$ cat src/design/lph_pkg.sv
// shared types and codes for the linear probe hash table
package lph_pkg;

    localparam int KEY_W   = 32;
    localparam int INDEX_W = 4;

    localparam logic CMD_INSERT = 1'b0;
    localparam logic CMD_SEARCH = 1'b1;

    localparam logic [1:0] STATUS_INSERTED  = 2'd0;
    localparam logic [1:0] STATUS_FOUND     = 2'd1;
    localparam logic [1:0] STATUS_NOT_FOUND = 2'd2;
    localparam logic [1:0] STATUS_FULL      = 2'd3;

    typedef struct packed {
        logic              command;
        logic [KEY_W-1:0]  key;
    } t_in_word;

    typedef struct packed {
        logic [1:0]          status;
        logic [INDEX_W-1:0]  slot_index;
    } t_out_word;

    typedef struct packed {
        logic              valid;
        logic [KEY_W-1:0]  key;
    } t_slot;

endpackage

$ cat src/design/lph_mod.sv
// remainder unit: key modulo the slot count by reciprocal multiplication
module lph_mod #(
    parameter int SLOT_COUNT = 16
) (
    input  logic                                i_clk,
    input  logic                                i_rst_n,
    input  logic                                i_start,
    input  logic [lph_pkg::KEY_W-1:0]           i_key,
    output logic                                o_done,
    output logic [$clog2(SLOT_COUNT)-1:0]       o_rem
);
    import lph_pkg::*;

    localparam int IW    = $clog2(SLOT_COUNT);
    localparam int SHIFT = KEY_W + IW;
    localparam int PW    = 2 * KEY_W + 1;
    localparam int QW    = PW - SHIFT;

    // ceil(2^SHIFT / SLOT_COUNT) fits in KEY_W + 1 bits and gives the exact quotient
    localparam logic [63:0]      RECIP_WIDE =
        ((64'd1 << SHIFT) + 64'(SLOT_COUNT) - 64'd1) / 64'(SLOT_COUNT);
    localparam logic [KEY_W:0]   RECIP      = RECIP_WIDE[KEY_W:0];
    localparam logic [KEY_W-1:0] DIVISOR    = KEY_W'(SLOT_COUNT);

    logic [KEY_W-1:0] r_key;
    logic [QW-1:0]    r_quot;
    logic [IW-1:0]    r_rem;
    logic             r_mul;
    logic             r_sub;
    logic             r_done;
    logic [PW-1:0]    w_prod;
    logic [KEY_W-1:0] w_back;
    logic [KEY_W-1:0] w_diff;

    // quotient from the reciprocal, then multiply back and subtract
    assign w_prod = PW'(r_key) * PW'(RECIP);
    assign w_back = KEY_W'(r_quot) * DIVISOR;
    assign w_diff = r_key - w_back;

    always_ff @(posedge i_clk) begin
        if (!i_rst_n) begin
            r_mul  <= 1'b0;
            r_sub  <= 1'b0;
            r_done <= 1'b0;
        end else begin
            r_mul  <= i_start;
            r_sub  <= r_mul;
            r_done <= r_sub;
        end
    end

    always_ff @(posedge i_clk) begin
        if (i_start) begin
            r_key <= i_key;
        end
        if (r_mul) begin
            r_quot <= w_prod[PW-1:SHIFT];
        end
        if (r_sub) begin
            r_rem <= w_diff[IW-1:0];
        end
    end

    assign o_done = r_done;
    assign o_rem  = r_rem;

endmodule

$ cat src/design/lph_store.sv
// slot memory: valid flag and key per slot, one write and one registered read
module lph_store #(
    parameter int SLOT_COUNT = 16
) (
    input  logic                            i_clk,
    input  logic                            i_we,
    input  logic [$clog2(SLOT_COUNT)-1:0]   i_waddr,
    input  lph_pkg::t_slot                  i_wdata,
    input  logic [$clog2(SLOT_COUNT)-1:0]   i_raddr,
    output lph_pkg::t_slot                  o_rdata
);
    import lph_pkg::*;

    t_slot r_mem [SLOT_COUNT];
    t_slot r_rdata;

    always_ff @(posedge i_clk) begin
        if (i_we) begin
            r_mem[i_waddr] <= i_wdata;
        end
        r_rdata <= r_mem[i_raddr];
    end

    assign o_rdata = r_rdata;

endmodule

$ cat src/design/linear_probe_hash_table_unit.sv
// top level of the linear probe hash table: sequencer, remainder unit, slot memory
//
// Open-addressing hash table, SLOT_COUNT slots, linear probing from slot
// key % SLOT_COUNT. After reset the block clears every slot of the slot
// memory with busy high. A word is taken when start is high and busy is
// low; busy then stays high until the result. An item goes through the
// remainder unit (reciprocal multiply, then multiply back and subtract), a
// state that addresses the home slot, then visits slots one memory read
// per cycle, 1 to SLOT_COUNT slots. The result appears on o_result with
// o_done high for exactly one cycle, the cycle in which busy falls. The
// receiver cannot stall: the result must be taken in that cycle.
// Insert into a full table reports table full; slot_index carries the low 4
// bits of the slot.
module linear_probe_hash_table_unit #(
    parameter int SLOT_COUNT = 16
) (
    input  logic                i_clk,
    input  logic                i_rst_n,
    input  logic                start,
    input  lph_pkg::t_in_word   i_item,
    output logic                busy,
    output logic                o_done,
    output lph_pkg::t_out_word  o_result
);
    import lph_pkg::*;

    localparam int IW = $clog2(SLOT_COUNT);

    typedef enum logic [2:0] {
        ST_CLEAR,
        ST_IDLE,
        ST_MOD,
        ST_HOME,
        ST_PROBE
    } t_state;

    t_state           r_state;
    logic [IW-1:0]    r_slot;
    logic [IW-1:0]    r_count;
    logic             r_cmd;
    logic [KEY_W-1:0] r_key;
    logic             r_done;
    t_out_word        r_result;

    logic             w_mod_start;
    logic             w_mod_done;
    logic [IW-1:0]    w_mod_rem;
    logic             w_we;
    logic [IW-1:0]    w_waddr;
    t_slot            w_wdata;
    logic [IW-1:0]    w_raddr;
    t_slot            w_rdata;
    logic [IW-1:0]    w_next;
    logic             w_last;
    logic [IW+3:0]    w_idx_wide;

    assign w_mod_start = (r_state == ST_IDLE) && start;
    assign w_next      = (r_slot == IW'(SLOT_COUNT - 1)) ? '0 : r_slot + 1'b1;
    assign w_last      = (r_count == IW'(SLOT_COUNT - 1));
    assign w_idx_wide  = {4'b0, r_slot};

    lph_mod #(
        .SLOT_COUNT (SLOT_COUNT)
    ) u_mod (
        .i_clk   (i_clk),
        .i_rst_n (i_rst_n),
        .i_start (w_mod_start),
        .i_key   (i_item.key),
        .o_done  (w_mod_done),
        .o_rem   (w_mod_rem)
    );

    lph_store #(
        .SLOT_COUNT (SLOT_COUNT)
    ) u_store (
        .i_clk   (i_clk),
        .i_we    (w_we),
        .i_waddr (w_waddr),
        .i_wdata (w_wdata),
        .i_raddr (w_raddr),
        .o_rdata (w_rdata)
    );

    // memory write: clearing pass, or storing a key on insert
    always_comb begin
        w_we          = 1'b0;
        w_waddr       = r_slot;
        w_wdata.valid = 1'b0;
        w_wdata.key   = r_key;
        if (r_state == ST_CLEAR) begin
            w_we = 1'b1;
        end else if (r_state == ST_PROBE && r_cmd == CMD_INSERT && !w_rdata.valid) begin
            w_we          = 1'b1;
            w_wdata.valid = 1'b1;
        end
    end

    // read address runs one slot ahead so the data lines up with r_slot
    always_comb begin
        w_raddr = r_slot;
        if (r_state == ST_PROBE) begin
            w_raddr = w_next;
        end
    end

    always_ff @(posedge i_clk) begin
        if (!i_rst_n) begin
            r_state  <= ST_CLEAR;
            r_slot   <= '0;
            r_count  <= '0;
            r_done   <= 1'b0;
        end else begin
            r_done <= 1'b0;
            unique case (r_state)
                ST_CLEAR: begin
                    r_slot <= w_next;
                    if (r_slot == IW'(SLOT_COUNT - 1)) begin
                        r_state <= ST_IDLE;
                    end
                end
                ST_IDLE: begin
                    if (start) begin
                        r_cmd   <= i_item.command;
                        r_key   <= i_item.key;
                        r_state <= ST_MOD;
                    end
                end
                ST_MOD: begin
                    if (w_mod_done) begin
                        r_slot  <= w_mod_rem;
                        r_state <= ST_HOME;
                    end
                end
                ST_HOME: begin
                    r_count <= '0;
                    r_state <= ST_PROBE;
                end
                ST_PROBE: begin
                    if (r_cmd == CMD_INSERT) begin
                        if (!w_rdata.valid) begin
                            r_result.status     <= STATUS_INSERTED;
                            r_result.slot_index <= w_idx_wide[3:0];
                            r_done              <= 1'b1;
                            r_state             <= ST_IDLE;
                        end else if (w_last) begin
                            r_result.status     <= STATUS_FULL;
                            r_result.slot_index <= '0;
                            r_done              <= 1'b1;
                            r_state             <= ST_IDLE;
                        end else begin
                            r_slot  <= w_next;
                            r_count <= r_count + 1'b1;
                        end
                    end else begin
                        if (w_rdata.valid && w_rdata.key == r_key) begin
                            r_result.status     <= STATUS_FOUND;
                            r_result.slot_index <= w_idx_wide[3:0];
                            r_done              <= 1'b1;
                            r_state             <= ST_IDLE;
                        end else if (!w_rdata.valid || w_last) begin
                            r_result.status     <= STATUS_NOT_FOUND;
                            r_result.slot_index <= '0;
                            r_done              <= 1'b1;
                            r_state             <= ST_IDLE;
                        end else begin
                            r_slot  <= w_next;
                            r_count <= r_count + 1'b1;
                        end
                    end
                end
                default: begin
                    r_state <= ST_IDLE;
                end
            endcase
        end
    end

    assign busy     = (r_state != ST_IDLE);
    assign o_done   = r_done;
    assign o_result = r_result;

endmodule

$ cat config.mk
export PLATFORM = sky130hd
export DESIGN_NAME = linear_probe_hash_table_unit
export DESIGN_NICKNAME = d
export VERILOG_FILES = /design/src/design/lph_pkg.sv /design/src/design/lph_mod.sv /design/src/design/lph_store.sv /design/src/design/linear_probe_hash_table_unit.sv
export SDC_FILE = /design/constraint.sdc
export NUM_CORES = 1
export LEC_CHECK = 0
export BUFFER_PORTS_ARGS = -buffer_cell sky130_fd_sc_hd__buf_2
export CAP_MARGIN = 20
export CORE_MARGIN = 2
export CORE_UTILIZATION = 30
export CTS_BUF_LIST = sky130_fd_sc_hd__clkbuf_8
export DETAILED_ROUTE_END_ITERATION = 16
export SKIP_LAST_GASP = 1
export SYNTH_ARGS = -nofsm -noshare
export SYNTH_HDL_FRONTEND = slang
export SYNTH_SLANG_ARGS = --single-unit
$ cat constraint.sdc
create_clock -name i_clk -period 5.8 [get_ports i_clk]
set_input_delay 1.45 -clock i_clk [delete_from_list [all_inputs] [get_ports i_clk]]
set_output_delay 1.45 -clock i_clk [all_outputs]
set_load 0.05 [all_outputs]
==> Yosys cells after proc, flatten, opt, wreduce, memory -nomap -nowiden <==
Memories as Yosys holds them, arrays and structs flattened. A register that Yosys moved wholly into a read port is not among the register bits.
Index checks and enable logic that the tools add are counted.
{ "classes": {"eq_ne": 19, "mux": 39, "n_reduce_logical": 15, "add_sub_neg": 3, "bitwise_logic": 1} }
{ "op_table": {"columns": ["operator", "count"], "rows": [
  ["4-bit 2-to-1 mux", 13],
  ["32-bit == test", 1],
  ["6-bit 2-to-1 mux", 5],
  ["3-bit 2-to-1 mux", 8],
  ["3-bit one-hot mux with 5 select lines", 1],
  ["3-bit != test (second input constant)", 4],
  ["4-bit one-hot mux with 3 select lines", 1],
  ["1-bit 2-to-1 mux", 10],
  ["5-bit AND reduction", 2],
  ["4-bit by 1-bit adder with 4-bit output (second input constant)", 2],
  ["4-bit == test (second input constant)", 2],
  ["4-bit one-hot mux with 2 select lines", 1],
  ["3-bit by 2-bit == test with 1-bit output (second input constant)", 2],
  ["3-bit by 1-bit != test with 1-bit output (second input constant)", 2],
  ["6-bit AND reduction", 1],
  ["1-bit logical AND", 4],
  ["2-bit by 1-bit != test with 1-bit output (second input constant)", 2],
  ["4-bit by 2-bit != test with 1-bit output (second input constant)", 1],
  ["4-bit != test (second input constant)", 1],
  ["4-bit AND reduction", 1],
  ["4-bit by 1-bit subtractor with 4-bit output (second input constant)", 1],
  ["3-bit by 1-bit == test with 1-bit output (second input constant)", 1],
  ["3-bit == test (second input constant)", 1],
  ["3-bit logical NOT", 1],
  ["other kinds (9)", 9]
]} }
{ "totals": {"reg_bits": 62, "mem_bits_rw": 528, "elab_cells": 91, "out_inout_bits": 8, "input_bits": 36, "n_memories": 1} }
{ "memory_table": {"columns": ["memory", "words", "word_bits", "read_ports", "rd_ports_with_merged_regs", "write_ports", "line_no", "rtl"], "rows": [
  ["u_store.r_mem", 16, 33, 1, 1, 1, "lph_store.sv:14", "t_slot r_mem [SLOT_COUNT];"]
]} }

==> Depth between registers and ports, before layout <==
Gate-level depths: netlist of the first run.
{ "depth": {"ltp_word": 7, "mapped_depth": 10, "ltp_nobuf": 7} }

==> Hierarchy <==
From an unflattened synthesis of the first run, not the netlist that was laid out.
{ "unflattened": {"cells_unflattened": 1072, "area_unflattened_um2": 23319.9} }
{ "modules_own_cells": {"columns": ["mod", "cells_per_inst", "seq_area_each_um2", "area_per_inst_um2", "instances"], "rows": [
  ["lph_store", 864, 16515.8, 20631.0, 1],
  ["linear_probe_hash_table_unit", 194, 1411.4, 2369.8, 1],
  ["lph_mod", 14, 300.3, 319.1, 1]
]} }

==> Least setup slack after synthesis of the first run <==
OpenSTA, ideal clock, no wires.
{ "synth_timing": {"path_type": "input to register", "start": "input i_rst_n", "end": "register r_cmd (enable)", "setup_slack_ns": 1.017, "required_time_ns": 5.336, "setup_time_ns": 0.464, "arrival_time_ns": 4.319, "cell_stages": 4, "n_path_buf": 2, "cell_sequence": "clkbuf_1 > inv_1 > clkbuf_1 > nor3_1"} }
{ "synth_via": {"elab_chain_cells": 1} }
{ "synth_lines": {"columns": ["item", "line_no", "rtl"], "rows": [
  ["start, declared", "linear_probe_hash_table_unit.sv:18", "input logic i_rst_n,"],
  ["3-bit AND reduction (no source line)", null, null],
  ["end signal, assigned", "linear_probe_hash_table_unit.sv:123", "r_cmd <= i_item.command;"],
  ["end, declared", "linear_probe_hash_table_unit.sv:40", "logic r_cmd;"]
]} }
Every way passes these cells.
A chain may end at the register's enable or synchronous reset.

==> Final worst setup path of the first run <==
{ "layout_timing": {"start": "register r_key[11]", "end": "register r_result, in the netlist o_result[0] (enable)"} }
{ "layout_via": {"elab_chain_cells": 4} }
{ "layout_lines": {"columns": ["item", "line_no", "rtl"], "rows": [
  ["start, declared", "linear_probe_hash_table_unit.sv:41", "logic [KEY_W-1:0] r_key;"],
  ["start signal, assigned", "linear_probe_hash_table_unit.sv:124", "r_key <= i_item.key;"],
  ["32-bit == test", "linear_probe_hash_table_unit.sv:155", "if (w_rdata.valid && w_rdata.key == r_key) begin"],
  ["1-bit logical AND", "linear_probe_hash_table_unit.sv:155", null],
  ["3-bit by 1-bit != test with 1-bit output (no source line)", null, null],
  ["4-bit AND reduction (no source line)", null, null],
  ["end, declared", "linear_probe_hash_table_unit.sv:43", "t_out_word r_result;"]
]} }
Every way passes these cells.

==> flow_metrics.tcl, run 1 <==
set metrics [dict create \
    cts_tree "done" \
    setup_violations 0 \
    drc 0 \
    clock-skew-final_ns 0.01693 \
    async_flop_share_pct 0 \
    rsz0062_at_grt "false" \
    slowest_delay_ns 0.91 \
    crit_chain "xnor2_1 -> nand4_1 -> nor4_1 -> a31oi_1 -> nor3_1" \
    clock_power_share_pct 38.0 \
    synth-warning-count 0 \
    p_int_mw 6.987 \
    powerDensity_nw_per_um2 335.6 \
    cts-hold-fix-buffers 0 \
    gp_congestion 0.7213 \
    grt_pass1_wl_um 79330 \
    switching_power_mw 2.042 \
    required_ns 6.09 \
    crit_buf_inv 0 \
    cts_root_buffer "clkbuf_8" \
    sequentialPowerShare_pct 55.7 \
    synth_top_area_share_pct 73.86 \
    drt-initial-drc-count 1157 \
    synth_edf_count 575 \
    ys_ff_latch 623 \
    worst_setup_path_end_kind "register" \
    chipWidth_um 283.2 \
    slew-limit-headroom_pct 30.44 \
    syn_area_per_cell_um2 20.26 \
    die-height_um 283.2 \
    cts_buffers 100 \
    start_util_pct 30.23 \
    maxSlewViolCount 0 \
    core_um2 77340 \
    multiInputGateArea_um2 5037 \
    grt_max_degree 145 \
    first_pass_iters 5 \
    antenna_cells 0 \
    syn_area_um2 23380 \
    critical-path-top-delay-family "simple AND/OR/NAND/NOR gates" \
    finalCritPeriodShare_pct 61.90 \
    overflow 0 \
    post_cts_buffers 0 \
    drive_above_1_share_pct 28.67 \
    yosys.cell_types.count 47 \
    seq_area_um2 18230 \
    io_pins 44 \
    p_leak_nw 8.438 \
    clk_pin_slew_ns 0.06 \
    final_cell_mix "575 x edfxtp_1, 105 x clkbuf_8, 99 x mux2_2, 66 x mux4_2, 48 x dfxtp_1" \
    grtUsageTotal_pct 13.25 \
    cts.htree.levels 3 \
    grt_pass1_vias 12040 \
    dr_total_vias 11520 \
    antenna_found_initial 1 \
    crit_slowest_cell "nor4_1" \
    routed_wl_um 53900 \
    synthCells 1154 \
    cts_sinks 623 \
    finalSetupTns_ns 0 \
    worst_setup_path_start_kind "register" \
    synth_area_leaders "edfxtp_1 74%, mux4_2 6.4%, mux2_2 4.8%, dfxtp_1 4.1%, mux2i_1 1.6%" \
    dieArea_um2 80170 \
    cts_resized 0 \
    max-vdd-ir-drop_mv 0.1560 \
    syn_nets 1195 \
    finish.net_count 1315 \
    fin_util_pct 34.78 \
    crit_type "reg -> reg" \
    seq_area_frac_synth_pct 77.97 \
    ys.flop_type "edfxtp_1" \
    period_needed_ns 3.590 \
    antenna_left 0 \
    final_common_cell "edfxtp_1" \
    pwr-share-comb_pct 6.3 \
    hold_ws_ns 0.4201 \
    critical_path.max_fanout 17 \
    maxCapViolations 0 \
    status "finished, final reports clean" \
    cts_buffer_depth 3 \
    pre_cts_ws_ns 2.115 \
    hp-class "reg -> reg" \
    finalHoldViolations 0 \
    syn_to_final_growth_pct 15.07 \
    clk_latency_ns 0.67 \
    fin_ws_ns 2.210 \
    yosysTopAreaCell "edfxtp_1" \
    portBuffers 43 \
    row_count 102 \
    switching_share_pct 22.61 \
    arrival_ns 3.88 \
    fillers 7303 \
    max_freq_mhz 278.5 \
    worst_pin_slew_ns 1.034 \
    post_drt_wl_per_cell_um 22.49 \
    avgViaCountPerCell 4.807 \
    dp_hpwl_um 27360 \
]
-- path summary, 6_finish.rpt --
check / startpoint / to / slack (ns) / cells after the start
hold / removal: u_mod.r_key[0]$_DFFE_PP_ / u_mod.o_rem[0]$_DFFE_PP_ / 0.42 / 0
setup reg to reg: r_key[11]$_DFFE_PP_ / o_result[0]$_DFFE_PP_ / 2.21 / 5
hold reg to reg: u_mod.r_key[0]$_DFFE_PP_ / u_mod.o_rem[0]$_DFFE_PP_ / 0.42 / 0
setup / recovery: r_key[11]$_DFFE_PP_ / o_result[0]$_DFFE_PP_ / 2.21 / 5
-- layer usage --
metal | track usage, % | vias up | routed length [um]
met2 | 21.57 | 328 | 25800
met3 | 2.407 | 71 | 2709
met1 | 18.18 | 6097 | 24570
met4 | 3.783 | 0 | 817
met5 | 0 | - | 0
li1 | - | 5027 | -
-- worst register-to-register path, delay by kind of cell (launching register included) --
family	cells	cell delay, ns
AND/OR/NAND/NOR	3	1.76
AO/OA/AOI/OAI	1	0.44
flip-flops	1	0.63
XOR/XNOR	1	0.40
-- registers in the layout, indices dropped and copies added (netlist names), 3 cells and up --
name	cells
r_slot	4
r_state	3
o_result	6
u_mod.o_rem	4
u_store.r_mem	528
u_store.o_rdata	33
r_key	32
r_count	4
u_mod.r_key	4
-- synthesized netlist by cell type (all sizes together), types with 5 or more instances --
cell type	instances
ha	5
buf	23
dfxtp	48
nor2	26
inv	8
o211ai	33
nand2	18
nor3	10
edfxtp	575
a222oi	33
and2	7
nand4	9
o21ai	6
mux4	66
a22oi	33
mux2	99
a21oi	11
clkbuf	32
nand3	7
mux2i	37
xnor2	32
-- kinds of logic after synthesis --
logic type,share of synthesized area [%]
AOI/OAI and AO/OA,4.528
xor gates and xnor gates,1.199
adders and majority gates,0.2676
buffers and inverters,1.247
DFF,77.97
muxes,12.71
and+or+nand+nor,2.077
-- power groups by stage --
stage	logic, mW	registers [mW]	clock network, mW
finish	0.569	5.03	3.43
global route	0.614	5.03	3.70
floorplan	0.388	5.11	0
global placement	0.575	5.12	0
detailed placement	0.577	5.12	0
CTS	0.579	5.03	3.52
-- final cells by class --
cell class | instances | area share, %
clock buffer | 105 | 5.372
tap | 1040 | 4.837
clock inverter | 80 | 1.437
inverter | 8 | 0.1116
multi-input combinational | 468 | 18.73
timing repair buffer | 73 | 1.758
sequential | 623 | 67.76
-- metrics by stage --
step                      total power [mW]  area, um2  std cells
after floorplan                      5.499      23380       1154
after global placement               5.693      25040       2211
after detailed placement             5.696      25040       2211
after CTS                            9.123      26870       2396
after global routing                 9.346      26900       2397
final                                9.029      26900       2397
(Power assumes the default switching activity.)
==> inputs of run 2 (changes only) <==
--- a/config.mk
+++ b/config.mk
@@ -5,6 +5,7 @@
 export SDC_FILE = /design/constraint.sdc
 export NUM_CORES = 1
 export LEC_CHECK = 0
+export ABC_AREA = 1
 export BUFFER_PORTS_ARGS = -buffer_cell sky130_fd_sc_hd__buf_2
 export CAP_MARGIN = 20
 export CORE_MARGIN = 2
==> constraint.sdc (replaced) <==
create_clock -name i_clk -period 3.01 [get_ports i_clk]
set_input_delay 0.7525 -clock i_clk [delete_from_list [all_inputs] [get_ports i_clk]]
set_output_delay 0.7525 -clock i_clk [all_outputs]
set_load 0.05 [all_outputs]
==> run 2 against run 1 <==
Utilization is 0.26 points higher. Clock power is 100% higher. Combinational power grew to 2.5 times the previous value. First-iteration DRC count is 32% higher.
==> flow_metrics.tcl, run 2 <==
set metrics [dict create \
    fin_ws_ns 0.3118 \
    hp-class "in -> reg" \
    clk_pin_slew_ns 0.06 \
    max-vdd-ir-drop_mv 0.3280 \
    seq_area_um2 18230 \
    cts_root_buffer "clkbuf_8" \
    async_flop_share_pct 0 \
    yosysMostFrequentCell "edfxtp_1" \
    cts-hold-fix-buffers 0 \
    start_util_pct 30.24 \
    yosys.cell_types.count 33 \
    syn_area_per_cell_um2 12.94 \
    drt-initial-drc-count 1525 \
    maxSlewViolCount 0 \
    crit_slowest_cell "edfxtp_1" \
    synth-warning-count 0 \
    grtUsageTotal_pct 14.78 \
    finalHoldViolations 0 \
    antenna_cells 0 \
    finalPower_mw 18.01 \
    synthCells 1916 \
    syn_area_um2 24790 \
    post_cts_buffers 0 \
    pre_cts_ws_ns 0.3570 \
    maxCapViolations 0 \
    first_pass_iters 7 \
    synth_top_area_share_pct 69.66 \
    hold_start "i_item[18]" \
    multiInputGateArea_um2 5363 \
    setup_violations 0 \
    synth_area_leaders "edfxtp_1 70%, a21oi_1 5.5%, o211ai_1 4.0%, dfxtp_1 3.9%, o21ai_0 3.5%" \
    worst_setup_path_start_kind "register" \
    ys_ff_latch 623 \
    max_freq_mhz 370.6 \
    design_area_um2 28730 \
    antenna_left 0 \
    cts_sinks 623 \
    ys.flop_type "edfxtp_1" \
    rsz0062_at_grt "false" \
    row_count 105 \
    status "finished, final reports clean" \
    slew-limit-headroom_pct 51.36 \
    cts_resized 0 \
    clk_latency_ns 0.69 \
    syn_nets 1957 \
    gp_congestion 0.8053 \
    seq_area_frac_synth_pct 73.53 \
    dr_total_vias 15730 \
    hold_ws_ns 0.2439 \
    crit_buf_inv 1 \
    overflow 0 \
    syn_to_final_growth_pct 15.88 \
    p_leak_nw 10.00 \
    routed_wl_um 63530 \
    drive_above_1_share_pct 13.72 \
    worst_pin_slew_ns 0.7296 \
    worst_setup_path_end_kind "register" \
    critical_path.max_fanout 17 \
    fillers 7922 \
    post_drt_wl_per_cell_um 20.05 \
    slowest_delay_ns 0.62 \
    cts_buffer_depth 3 \
    required_ns 3.41 \
    finish.net_count 2058 \
    clock-skew-final_ns 0.03857 \
    cts.htree.levels 3 \
    io_pins 44 \
    cts_tree "done" \
    avgViaCountPerCell 4.965 \
    grt_pass1_vias 15210 \
    portBuffers 43 \
    drc 0 \
    dp_hpwl_um 34110 \
    r2r_slack_ns 0.31 \
    grt_max_degree 91 \
    die-height_um 291.4 \
    yosysTopAreaCell "edfxtp_1" \
    dieArea_um2 84940 \
    period_needed_ns 2.698 \
    powerDensity_nw_per_um2 626.9 \
    chipWidth_um 291.4 \
    final_common_cell "edfxtp_1" \
    critical-path-top-delay-family "simple AND/OR/NAND/NOR gates" \
    crit_chain "xnor2_1 -> nand2_1 -> nor2_1 -> nand2_1 -> nor2_1 -> nand3_1 -> a211oi_1 -> buf_4" \
    placed_cell_area_um2 26830 \
    finalCritPeriodShare_pct 89.64 \
    synth_edf_count 575 \
    antenna_found_initial 0 \
    crit_type "reg -> reg" \
    regMostFlops "u_store.r_mem" \
    synthTopCellsByCount "575 x edfxtp_1, 270 x a21oi_1, 182 x inv_1, 173 x o21ai_0" \
    startpoint "r_key[10]$_DFFE_PP_" \
    r2r-start "r_key[10]$_DFFE_PP_" \
    arrival_ns 3.10 \
    final_cell_mix "575 x edfxtp_1, 270 x a21oi_1, 216 x inv_1, 173 x o21ai_0" \
    largest_reg_flops 528 \
    grt_pass1_wl_um 95410 \
    core_um2 81980 \
    cts_buffers 99 \
]
run 2: changes by cell type in the layout (fill, tap and decap cells not counted), sizes merged, moves of 49 or more:
cell and change:
inv +182, nand2 +120, mux4 -66, mux2 -99, a21oi +259, o211ai +99, nand3 +67, buf +49
o21ai +267
run 2: worst paths after layout:
kind | to | cells after the start
setup reg to reg | o_result[4]$_DFFE_PP_ | 8
setup / recovery | o_result[4]$_DFFE_PP_ | 8
hold reg to reg | u_mod.r_sub$_SDFF_PN0_ | 2
hold / removal | r_key[18]$_DFFE_PP_ | 1
run 2: cell families after synthesis:
family                     synth area share, %
DFF                                      73.53
xor gates and xnor gates                0.7420
and+or+nand+nor                          4.911
buffers and inverters                    5.421
adders and majority gates               0.2524
AOI/OAI and AO/OA                        15.14
run 2: layer usage:
layer	wire (um)	vias up	global-route usage (%)
li1	-	7261	-
met1	27350	7703	20.17
met5	0	-	0
met3	4464	110	2.474
met2	30160	660	23.87
met4	1552	0	5.092
run 2: where the power goes:
group	internal [mW]	switching, mW
clock network	3.57	3.30
registers	9.61	0.0890
logic	0.483	0.951
run 2: final cells by class:
cell class                      count  share of cell area (%)
Sequential cell                   623                   63.46
Tap cell                         1070                   4.661
Inverter                          185                   2.444
Clock inverter                     75                   1.433
Timing Repair Buffer              122                   4.164
Multi-Input combinational cell    986                   18.67
Clock buffer                      108                   5.175
run 2: stage by stage:
step                TNS [ns]  util (%)  instances
global placement           0     32.72       2986
CTS                        0     35.04       3169
global route               0     35.04       3169
finish                     0     35.04       3169
floorplan            -390.74         -       1916
detailed placement         0     32.72       2986
